[config.mk]
export PLATFORM = sky130hd
export DESIGN_NAME = aarch64_mem_access_decode_flat
export DESIGN_NICKNAME = d
export VERILOG_FILES = /design/src/amad_pkg.sv /design/src/amad_if.sv /design/src/aarch64_mem_access_decode.sv /design/src/flat_wrapper.sv
export SDC_FILE = /design/constraint.sdc
export NUM_CORES = 2
export LEC_CHECK = 0
export ABC_CLOCK_PERIOD_IN_PS = 9200
export BUFFER_PORTS_ARGS = -buffer_cell sky130_fd_sc_hd__buf_2
export CAP_MARGIN = 20
export CORE_MARGIN = 4
export CORE_UTILIZATION = 35
export CTS_BUF_LIST = sky130_fd_sc_hd__clkbuf_16
export DETAILED_ROUTE_END_ITERATION = 6
export GPL_ROUTABILITY_DRIVEN = 1
export HOLD_SLACK_MARGIN = 0.1
export SYNTH_ARGS = -nofsm -noshare
export SYNTH_HDL_FRONTEND = slang
export SYNTH_SLANG_ARGS = --single-unit
[constraint.sdc]
create_clock -name clock -period 9.2 [get_ports clock]
set_input_delay 1.38 -clock clock [delete_from_list [all_inputs] [get_ports clock]]
set_output_delay 1.38 -clock clock [all_outputs]
set_load 0.01 [all_outputs]
[src/amad_pkg.sv]
// Package for the AArch64 load/store address decoder.
// Field widths, instruction class codes and extend option codes.
// No dependencies; used by the interfaces and the top level.
package amad_pkg;

   localparam int unsigned RegIdxW = 5;
   localparam int unsigned DataW   = 64;
   localparam int unsigned InstrW  = 32;
   localparam int unsigned BytesW  = 5;
   localparam int unsigned NumRegs = 32;

   // func codes on the request channel
   localparam logic FUNC_WRITE  = 1'b0;
   localparam logic FUNC_DECODE = 1'b1;

   // instruction class, bits 29:28
   localparam logic [1:0] CLS_EXCL   = 2'b00;
   localparam logic [1:0] CLS_PAIR   = 2'b10;
   localparam logic [1:0] CLS_SINGLE = 2'b11;

   // single register index modes, bits 11:10
   localparam logic [1:0] MODE_POST   = 2'b01;
   localparam logic [1:0] MODE_REGOFF = 2'b10;

   // pair index modes, bits 24:23
   localparam logic [1:0] PMODE_NOALLOC = 2'b00;
   localparam logic [1:0] PMODE_POST    = 2'b01;

   // register offset extend options, bits 15:13
   localparam logic [2:0] OPT_UXTW = 3'b010;
   localparam logic [2:0] OPT_SXTW = 3'b110;

   // register 31: SP as base, zero as offset
   localparam logic [RegIdxW-1:0] SP_INDEX = 5'd31;

   typedef logic [DataW-1:0] data_type;
   typedef logic [InstrW-1:0] instr_type;

endpackage

[src/amad_if.sv]
// Valid/ready channel interfaces for the request and response sides.
// Depends on amad_pkg for payload widths.
interface amad_req_if;
   logic                             valid;
   logic                             ready;
   logic                             func;
   logic [amad_pkg::RegIdxW-1:0]     reg_index;
   amad_pkg::data_type               reg_value;
   amad_pkg::instr_type              instruction;

   modport source (output valid, func, reg_index, reg_value, instruction, input ready);
   modport sink   (input valid, func, reg_index, reg_value, instruction, output ready);
endinterface

interface amad_rsp_if;
   logic                             valid;
   logic                             ready;
   logic                             access_valid;
   logic                             is_store;
   logic                             is_paired;
   logic [amad_pkg::BytesW-1:0]      access_bytes;
   amad_pkg::data_type               effective_address;
   amad_pkg::data_type               second_address;

   modport source (output valid, access_valid, is_store, is_paired, access_bytes,
                   effective_address, second_address, input ready);
   modport sink   (input valid, access_valid, is_store, is_paired, access_bytes,
                   effective_address, second_address, output ready);
endinterface

[src/aarch64_mem_access_decode.sv]
// AArch64 load/store address decoder with a 32 x 64 register file.
// Depends on amad_pkg and the channel interfaces in amad_if.sv.
//
//   channel   direction  transaction
//   req_if    in         write register entry (func 0) or decode instruction (func 1)
//   rsp_if    out        one decode result per decode transaction, none for writes
//
// One transaction per cycle while req_if.ready is high. A decode reaches the response
// register through the decode stage: the register file is read on accept, address math runs in the next cycle.
// A write is committed at its accept edge, so a decode right behind it sees it.
// Reset clears the entry valid bits; an unwritten entry reads as zero.
// A stalled response holds the decode stage; req_if.ready drops only when both are full.
module aarch64_mem_access_decode (
   input  logic           clock,
   input  logic           reset,
   amad_req_if.sink       req_if,
   amad_rsp_if.source     rsp_if
);

   // register file and per-entry valid bits
   amad_pkg::data_type                  rf_mem [amad_pkg::NumRegs];
   logic [amad_pkg::NumRegs-1:0]        rf_vld_ff, rf_vld_in;

   // decode stage
   logic                                s0_valid_ff, s0_valid_in;
   amad_pkg::instr_type                 s0_instr_ff;
   amad_pkg::data_type                  base_rd_ff, off_rd_ff;
   logic                                base_vld_ff, off_vld_ff;

   // response register
   logic                                rsp_valid_ff, rsp_valid_in;
   logic                                acc_valid_ff, acc_valid_in;
   logic                                store_ff, store_in;
   logic                                paired_ff, paired_in;
   logic [amad_pkg::BytesW-1:0]         bytes_ff, bytes_in;
   amad_pkg::data_type                  ea_ff, ea_in;
   amad_pkg::data_type                  sa_ff, sa_in;

   logic                                accept, take_dec, take_wr, s1_free, s0_adv;
   logic [amad_pkg::RegIdxW-1:0]        base_idx, off_idx;

   assign s1_free  = !rsp_valid_ff || rsp_if.ready;
   assign s0_adv   = s0_valid_ff && s1_free;
   assign req_if.ready = !s0_valid_ff || s1_free;
   assign accept   = req_if.valid && req_if.ready;
   assign take_dec = accept && (req_if.func == amad_pkg::FUNC_DECODE);
   assign take_wr  = accept && (req_if.func == amad_pkg::FUNC_WRITE);
   assign base_idx = req_if.instruction[9:5];
   assign off_idx  = req_if.instruction[20:16];

   always_comb begin
      rf_vld_in = rf_vld_ff;
      if (take_wr) begin
         rf_vld_in[req_if.reg_index] = 1'b1;
      end
   end

   always_comb begin
      s0_valid_in = s0_valid_ff;
      if (take_dec) begin
         s0_valid_in = 1'b1;
      end else if (s0_adv) begin
         s0_valid_in = 1'b0;
      end
      rsp_valid_in = rsp_valid_ff;
      if (s0_adv) begin
         rsp_valid_in = 1'b1;
      end else if (rsp_if.ready) begin
         rsp_valid_in = 1'b0;
      end
   end

   // register file: one write port, two registered read ports
   always_ff @(posedge clock) begin
      if (take_wr) begin
         rf_mem[req_if.reg_index] <= req_if.reg_value;
      end
      if (take_dec) begin
         base_rd_ff  <= rf_mem[base_idx];
         off_rd_ff   <= rf_mem[off_idx];
         base_vld_ff <= rf_vld_ff[base_idx];
         off_vld_ff  <= rf_vld_ff[off_idx] && (off_idx != amad_pkg::SP_INDEX);
         s0_instr_ff <= req_if.instruction;
      end
   end

   // decode and address calculation
   logic [1:0]          sz, opc, cls, mode, pmode;
   logic                v;
   logic [2:0]          scale;
   logic                valid_c, store_c, paired_c, add_en;
   amad_pkg::data_type  base, roff, addend, sum;
   logic [amad_pkg::BytesW-1:0] bytes_c;

   always_comb begin
      sz      = s0_instr_ff[31:30];
      v       = s0_instr_ff[26];
      opc     = s0_instr_ff[23:22];
      cls     = s0_instr_ff[29:28];
      mode    = s0_instr_ff[11:10];
      pmode   = s0_instr_ff[24:23];
      base    = base_vld_ff ? base_rd_ff : '0;
      roff    = off_vld_ff ? off_rd_ff : '0;
      scale   = {1'b0, sz};
      valid_c = 1'b0;
      store_c = 1'b0;
      paired_c = 1'b0;
      add_en  = 1'b0;
      addend  = '0;

      case (s0_instr_ff[15:13])
         amad_pkg::OPT_UXTW: roff = {32'b0, roff[31:0]};
         amad_pkg::OPT_SXTW: roff = {{32{roff[31]}}, roff[31:0]};
         default:            roff = roff;
      endcase

      if (s0_instr_ff[27] && !s0_instr_ff[25]) begin
         case (cls)
            amad_pkg::CLS_SINGLE: begin
               valid_c = 1'b1;
               if (v) begin
                  // Q form: size field 00 with opc 1x is a 16-byte access
                  scale   = (sz == 2'b00 && opc[1]) ? 3'd4 : {1'b0, sz};
                  store_c = !opc[0];
               end else begin
                  store_c = (opc == 2'b00);
               end
               if (s0_instr_ff[24]) begin
                  add_en = 1'b1;
                  addend = {52'b0, s0_instr_ff[21:10]} << scale;
               end else if (mode == amad_pkg::MODE_POST) begin
                  add_en = 1'b0;
               end else if (mode == amad_pkg::MODE_REGOFF) begin
                  add_en = 1'b1;
                  addend = s0_instr_ff[12] ? (roff << scale) : roff;
               end else begin
                  add_en = 1'b1;
                  addend = {{55{s0_instr_ff[20]}}, s0_instr_ff[20:12]};
               end
            end
            amad_pkg::CLS_PAIR: begin
               scale = v ? (3'd2 + {1'b0, sz}) : (sz[1] ? 3'd3 : 3'd2);
               if (pmode != amad_pkg::PMODE_NOALLOC && !(v && sz == 2'b11)) begin
                  valid_c  = 1'b1;
                  paired_c = 1'b1;
                  store_c  = !s0_instr_ff[22];
                  add_en   = (pmode != amad_pkg::PMODE_POST);
                  addend   = {{57{s0_instr_ff[21]}}, s0_instr_ff[21:15]} << scale;
               end
            end
            amad_pkg::CLS_EXCL: begin
               if (!v && !s0_instr_ff[23]) begin
                  valid_c  = 1'b1;
                  paired_c = s0_instr_ff[21];
                  store_c  = !s0_instr_ff[22];
               end
            end
            default: valid_c = 1'b0;
         endcase
      end

      bytes_c = 5'd1 << scale;
      sum     = add_en ? (base + addend) : base;

      acc_valid_in = valid_c;
      store_in     = valid_c && store_c;
      paired_in    = valid_c && paired_c;
      bytes_in     = valid_c ? bytes_c : '0;
      ea_in        = valid_c ? sum : '0;
      sa_in        = (valid_c && paired_c) ? (sum + {59'b0, bytes_c}) : '0;
   end

   always_ff @(posedge clock) begin
      if (reset) begin
         rf_vld_ff    <= '0;
         s0_valid_ff  <= 1'b0;
         rsp_valid_ff <= 1'b0;
      end else begin
         rf_vld_ff    <= rf_vld_in;
         s0_valid_ff  <= s0_valid_in;
         rsp_valid_ff <= rsp_valid_in;
      end
   end

   always_ff @(posedge clock) begin
      if (s0_adv) begin
         acc_valid_ff <= acc_valid_in;
         store_ff     <= store_in;
         paired_ff    <= paired_in;
         bytes_ff     <= bytes_in;
         ea_ff        <= ea_in;
         sa_ff        <= sa_in;
      end
   end

   assign rsp_if.valid             = rsp_valid_ff;
   assign rsp_if.access_valid      = acc_valid_ff;
   assign rsp_if.is_store          = store_ff;
   assign rsp_if.is_paired         = paired_ff;
   assign rsp_if.access_bytes      = bytes_ff;
   assign rsp_if.effective_address = ea_ff;
   assign rsp_if.second_address    = sa_ff;

endmodule
[src/flat_wrapper.sv]
// flat-port wrapper written by rule: the top's interface ports become plain ports
module aarch64_mem_access_decode_flat 
  (clock, reset, req_if_valid, req_if_func, req_if_reg_index, req_if_reg_value, req_if_instruction, req_if_ready, rsp_if_valid, rsp_if_access_valid, rsp_if_is_store, rsp_if_is_paired, rsp_if_access_bytes, rsp_if_effective_address, rsp_if_second_address, rsp_if_ready);
  amad_req_if req_if_i ();
  amad_rsp_if rsp_if_i ();
  input  logic clock;
  input  logic reset;
  input wire logic [$bits(req_if_i.valid)-1:0] req_if_valid;
  input wire logic [$bits(req_if_i.func)-1:0] req_if_func;
  input wire logic [$bits(req_if_i.reg_index)-1:0] req_if_reg_index;
  input wire logic [$bits(req_if_i.reg_value)-1:0] req_if_reg_value;
  input wire logic [$bits(req_if_i.instruction)-1:0] req_if_instruction;
  output wire logic [$bits(req_if_i.ready)-1:0] req_if_ready;
  output wire logic [$bits(rsp_if_i.valid)-1:0] rsp_if_valid;
  output wire logic [$bits(rsp_if_i.access_valid)-1:0] rsp_if_access_valid;
  output wire logic [$bits(rsp_if_i.is_store)-1:0] rsp_if_is_store;
  output wire logic [$bits(rsp_if_i.is_paired)-1:0] rsp_if_is_paired;
  output wire logic [$bits(rsp_if_i.access_bytes)-1:0] rsp_if_access_bytes;
  output wire logic [$bits(rsp_if_i.effective_address)-1:0] rsp_if_effective_address;
  output wire logic [$bits(rsp_if_i.second_address)-1:0] rsp_if_second_address;
  input wire logic [$bits(rsp_if_i.ready)-1:0] rsp_if_ready;
  assign req_if_i.valid = req_if_valid;
  assign req_if_i.func = req_if_func;
  assign req_if_i.reg_index = req_if_reg_index;
  assign req_if_i.reg_value = req_if_reg_value;
  assign req_if_i.instruction = req_if_instruction;
  assign req_if_ready = req_if_i.ready;
  assign rsp_if_valid = rsp_if_i.valid;
  assign rsp_if_access_valid = rsp_if_i.access_valid;
  assign rsp_if_is_store = rsp_if_i.is_store;
  assign rsp_if_is_paired = rsp_if_i.is_paired;
  assign rsp_if_access_bytes = rsp_if_i.access_bytes;
  assign rsp_if_effective_address = rsp_if_i.effective_address;
  assign rsp_if_second_address = rsp_if_i.second_address;
  assign rsp_if_i.ready = rsp_if_ready;
  aarch64_mem_access_decode u_core (.clock(clock), .reset(reset), .req_if(req_if_i), .rsp_if(rsp_if_i));
endmodule
After elaboration in Yosys (flattened, before gate mapping)
Memories as Yosys holds them, arrays and structs flattened. A register that Yosys moved wholly into a read port is not among the register bits. Index checks and enable logic that the tools add are counted. Widths: inputs -> output; s select.

Output and inout port bits: 138. ROM bits: 0. Word-level logic and storage cells: 111. Bits in writable memories: 2048. Register bits after elaboration: 204. Memories: 1. Input port bits: 106. Bits in latches: 0.

Memories: u_core.rf_mem (words 32, bits a word 64, read ports 2, clocked after memory_dff 2, write ports 1, RTL line aarch64_mem_access_decode.sv:21) `amad_pkg::data_type rf_mem [amad_pkg::NumRegs];`.

Bitwise operators: 2. Multiplexer cells: 48. Equal/unequal tests: 9. $mul: 0. Order comparisons: 4. $add $sub $neg: 3. Shift operators: 4. Reductions and logical operators: 28. Divide/modulo/power cells: 0.

Operator list (count): $mux 64 (9); $pmux 64 s2 (2); $shl 64x3->64 (2); $add 64x5->64 (1); $add 64x64->64 (1); $shl 12x3->64 (1); $or 32x32->32 (1); $mux 1 (23); $lt 5x6->1 const B (3); $mux 3 (6); $logic_and 1x1->1 (13); $bmux 1 s5 (2); $eq 2x2->1 const B (4); $logic_not 1->1 (7); $logic_not 2->1 (3); $pmux 1 s3 (2); $pmux 3 s2 (1); $reduce_bool 2->1 (3); $demux 1 s5 (1); $ge 5x1->1 const B (1); $ne 5x5->1 const B (1); $shl 1x3->5 const A (1); $pmux 1 s2 (2); $add 2x2->3 const A (1); 6 further kinds (7).

Logic depth before layout (Yosys ltp)
Depth after elaboration: 16. Mapped depth: 31. Depth with buffers taken out: 27.

Worst setup path after synthesis
Ideal clock, no wire load.

Kind: input to register. Start point: input rsp_if_ready. End point: register u_core.bytes_ff, in the netlist u_core.rsp_if.access_bytes[0], enable pin. Arrival: 7.457 ns. Required time: 8.551 ns. Cell stages on the path: 2. Buffers on the path: 0. Path slack: 1.094 ns. Library setup time: 0.649 ns. Cell sequence: nor2b_1 > nor2b_1.

Cells in the longest elaborated chain, start to end: 2.

Ends and longest elaborated chain: from (decl) (RTL line flat_wrapper.sv:21) `input wire logic [$bits(rsp_if_i.ready)-1:0] rsp_if_ready;`; $logic_or 1x1->1 (RTL line aarch64_mem_access_decode.sv:42) `assign s1_free = !rsp_valid_ff || rsp_if.ready;`; $logic_and 1x1->1 (RTL line aarch64_mem_access_decode.sv:43) `assign s0_adv = s0_valid_ff && s1_free;`; to (signal assigned) (RTL line aarch64_mem_access_decode.sv:190) `bytes_ff <= bytes_in;`; to (decl) (RTL line aarch64_mem_access_decode.sv:35) `logic [amad_pkg::BytesW-1:0] bytes_ff, bytes_in;`.

No other way between the ends. A chain may end at the register's enable or synchronous reset.

Final worst setup path
Start point: register u_core.s0_instr_ff[30]. End point: register u_core.sa_ff[62] (netlist: u_core.rsp_if.second_address[62]) (data pin).

Cells in the longest elaborated chain, start to end: 16. Elaborated cells between the ends (all ways): 37. Those cells by class: 3 x add/sub; 1 x eq/ne; 4 x shift; 23 x mux; 6 x reduce/logical.

Ends and longest elaborated chain: from (decl) (RTL line aarch64_mem_access_decode.sv:26) `amad_pkg::instr_type s0_instr_ff;`; from (signal assigned) (RTL line aarch64_mem_access_decode.sv:83) `s0_instr_ff <= req_if.instruction;`; $logic_not 2->1 (RTL line aarch64_mem_access_decode.sv:123) `scale = (sz == 2'b00 && opc[1]) ? 3'd4 : {1'b0, sz};`; $logic_and 1x1->1 (RTL line aarch64_mem_access_decode.sv:123); $mux 3 (RTL line aarch64_mem_access_decode.sv:123); $mux 3 (RTL line aarch64_mem_access_decode.sv:121) `if (v) begin`; $mux 3 (RTL line aarch64_mem_access_decode.sv:118) `case (cls)`; $mux 3 (RTL line aarch64_mem_access_decode.sv:117) `if (s0_instr_ff[27] && !s0_instr_ff[25]) begin`; $shl 64x3->64 (RTL line aarch64_mem_access_decode.sv:135) `addend = s0_instr_ff[12] ? (roff << scale) : roff;`; $mux 64 (RTL line aarch64_mem_access_decode.sv:135); $mux 64 (RTL line aarch64_mem_access_decode.sv:133) `end else if (mode == amad_pkg::MODE_REGOFF) begin`; $mux 64 (RTL line aarch64_mem_access_decode.sv:131) `end else if (mode == amad_pkg::MODE_POST) begin`; $mux 64 (RTL line aarch64_mem_access_decode.sv:128) `if (s0_instr_ff[24]) begin`; $pmux 64 s2 (RTL line aarch64_mem_access_decode.sv:118); $mux 64 (RTL line aarch64_mem_access_decode.sv:117); $add 64x64->64 (RTL line aarch64_mem_access_decode.sv:163) `sum = add_en ? (base + addend) : base;`; $mux 64 (RTL line aarch64_mem_access_decode.sv:163); $add 64x5->64 (RTL line aarch64_mem_access_decode.sv:170) `sa_in = (valid_c && paired_c) ? (sum + {59'b0, bytes_c}) : '0;`; to (signal assigned) (RTL line aarch64_mem_access_decode.sv:192) `sa_ff <= sa_in;`; to (decl) (RTL line aarch64_mem_access_decode.sv:37) `amad_pkg::data_type sa_ff, sa_in;`.

Several ways; a longest one is shown, not always the timed one. The select of a mux whose other input is x is not followed.

==> results.md <==
* DR iter-0 viols at around 8,400
* RSZ-0062 raised after global routing: false
* Vias in the first global route at 68,100
* Peak VDD IR at about 0.14 mV
* Die area at 341,000 µm²
* Antenna violations before repair at 70
* Final-report hold violation count at 0
* F_max at approximately 130 MHz
* Most numerous cell in the Yosys netlist: edfxtp_1
* Per-instance average area after synthesis at roughly 18 µm²
* Post-DP HPWL at between 200 and 250 mm
* Yosys top cell by area: edfxtp_1
* Port Buf Inserts at 238
* FFs w/ async S/R, synth at 0
* Synth Instances at roughly 6,400
* Area of the mapped netlist at roughly 120,000 µm²
* Netlist cell types at 100
* WL met3 at between 30 and 40 mm
* Postcts setup bufs at 0
* First-pass GRT wire length at approximately 510 mm
* # hold bufs at CTS at 0
* CTS resizes at 0
* Layout Nets at 6,694
* Final period utilization at 0.853
* Max_cap viols at 0
* Vias per inst at approximately 6.1
* Lkg Pwr at around 40 nW
* EDFF count, synth at 2,336
* CP Capture Type: flop
* CP cell instances: buf_4 -> nor3_2 -> nor2_1 -> a32oi_1 -> a211oi_1 -> a31oi_1 -> nor2_1 -> a21oi_1 -> nor2_1 -> ha_1 -> a211oi_1 -> o21ai_2 -> a32oi_1 -> a211oi_1 -> o21ai_0 -> a211oi_1 -> o21ai_0 -> a32oi_1 -> nand3_2 -> nor4_1 -> nand2_1 -> mux2i_1
* Rows at 211
* Area grow syn2layout at 12.9%
* Post-synthesis sequential area ratio at 0.610
* Number of synthesized register bits at 2,370
* Total power draw at 24.3 mW
* RePlAce Congestion at ~0.9
* CP Launch Type: flop
* Post-layout minimum cycle time at around 7.8 ns
* Req. time, crit path at roughly 9.8 ns
* Routed Antenna Nets at 0
* Core area at 330,000 µm²
* Clock transition at path regs at 0.06 ns
* Slowest CP cell: nor3_2
* Clk_lat worst skew at 0.88 ns
* Mapped Nets at 6,549
* Number of I/O pins at approximately 240
* Clk root buf: clkbuf_16
* Synthesis Warnings at 0
* Wirelength per Cell at about 32 µm
* Final Max Slew Viols at 0
* CTS tree: done
* Worst EP arrival at about 8.5 ns
* Crit path max fanout at 18
* Final core occ at 0.397
* Power density over the cells at about 190 nW/µm²
* Share of layout cells above drive strength 1 at 0.342
* Gr usage total at 0.205
* Largest net degree at the start of global routing at roughly 140
* CTS Buf Count at approximately 270
* DRC at 0
* CTS H-tree lvls at 5
* Max layer used: met5
* Final setup fails at 0
* Routed WL at 357 mm
* Clock Path Buffers at 4
* Least-Margin Pin Slew at 1.15 ns
* Fin Setup TNS at 0 ns
* Worst rel slew slack at 0.236
* Synth top area share at 0.604
* Most frequent cells after synthesis: 2,336 x edfxtp_1, 1,308 x mux4_2, 338 x nor2_1, 336 x clkbuf_1, 316 x nand2_1
* Total clock sinks at ~2,400
* Met2 WL at ~170 mm
* Synth Flop Type: edfxtp_1
* Worst min path class: reg -> reg
* Met1 Wirelength at between 100 and 150 mm
* Critical Path Most Common Cell: a211oi_1
* Critical Path Max Stage Delay at 0.85 ns
* Clk_skew at between 0.04 and 0.05 ns
* Router iterations before antenna repair at 6
* Die height at about 580 µm
* Die width at just under 600 µm
* Status: complete, no violations
* Vias at a little under 70,000
* Crit Path Class: reg -> reg
* Initial Util at 0.352
* Cells taking the most area after synthesis: edfxtp_1 60%, mux4_2 25%, mux2_2 1.6%, a21oi_1 1.2%, nor2_1 1.1%
* Gr ovfl total at 0
-- state kept, by name, summed over array words and instances, names as in the netlist --
signal / cells
u_core.base_rd_ff: 64
u_core.base_vld_ff: 1
u_core.off_rd_ff: 64
u_core.off_vld_ff: 1
u_core.rf_mem: 2048
u_core.rf_vld_ff: 32
u_core.rsp_if.access_bytes: 5
u_core.rsp_if.access_valid: 1
u_core.rsp_if.effective_address: 64
u_core.rsp_if.is_paired: 1
u_core.rsp_if.is_store: 1
u_core.rsp_if.second_address: 64
u_core.rsp_if.valid: 1
u_core.s0_instr_ff: 22
u_core.s0_valid_ff: 1
-- power by group --
part	leakage [nW]	switching (mW)	total (mW)	internal, mW
registers	21.3	0.0790	12.1	12.0
clock network	4.33	4.40	10.2	5.83
logic	15.3	1.14	1.98	0.848
total	41.0	5.62	24.3	18.7
-- metal layers --
layer,vias up,GRT usage
met5,-,0
met4,28,0.0586
met3,636,0.0420
met2,3513,0.327
met1,36300,0.286
li1,27300,-
-- layout make-up --
class | instances | area [µm²]
Fill cell | 29500 | 199000
Sequential cell | 2370 | 70800
Multi-Input combinational cell | 3468 | 43500
Clock buffer | 276 | 6910
Tap cell | 4366 | 5460
Timing Repair Buffer | 370 | 2700
Clock inverter | 199 | 1450
Inverter | 41 | 161
Antenna cell | 17 | 42.5
-- path summary, 6_finish.rpt --
kind	from	to	slack, ns	depth (start not counted)
max	u_core.s0_instr_ff[30]$_DFFE_PP_	u_core.rsp_if.second_address[62]$_SDFFCE_PN0P_	1.36	22
min	u_core.rf_vld_ff[31]$_SDFFE_PP0P_	u_core.rf_vld_ff[31]$_SDFFE_PP0P_	0.47	2
max reg2reg	u_core.s0_instr_ff[30]$_DFFE_PP_	u_core.rsp_if.second_address[62]$_SDFFCE_PN0P_	1.36	22
min reg2reg	u_core.rf_vld_ff[31]$_SDFFE_PP0P_	u_core.rf_vld_ff[31]$_SDFFE_PP0P_	0.47	2
-- worst max-delay path, delay by kind of cell (launching register included) --
kind,cells,cell delay [ns]
AOI/OAI and AO/OA,12,3.83
and+or+nand+nor,7,2.27
DFF,1,0.68
buffers and inverters,1,0.32
adders and majority gates,1,0.32
muxes,1,0.14
-- metrics by stage --
step                      area [µm²]  std cells  hold WS, ns  setup WS (ns)
after floorplan               116000       6373        0.435           1.09
after global placement        123000      10600        0.448           1.40
after detailed placement      123000      10600        0.463           1.42
after CTS                     131000      11100        0.477           1.36
after global routing          131000      11100        0.519          0.722
final                         131000      11100        0.474           1.36
-- kinds of logic after synthesis --
family	synth area share
XOR/XNOR	0.00596
adder cells (fa/ha/maj)	0.00767
multiplexers	0.276
AO/OA/AOI/OAI	0.0412
buffers and inverters	0.0181
AND/OR/NAND/NOR	0.0413
flip-flops	0.610
-- cell usage in the layout (no fill, tap or decap), types with 35 or more instances in the layout --
master / n
edfxtp_1: 2336
mux4_2: 1308
nand2_1: 315
nor2_1: 303
a21oi_1: 278
clkbuf_16: 276
buf_2: 228
mux2_2: 162
o21ai_0: 158
inv_1: 105
buf_4: 98
and2_1: 86
mux2i_1: 76
ha_1: 68
nor3_1: 62
nand3_1: 52
clkinv_1: 49
a211oi_1: 42
xnor2_1: 40
xor2_1: 39
nand4_1: 35
clkinv_2: 35
Note: power is estimated with default switching activity, not from simulation.
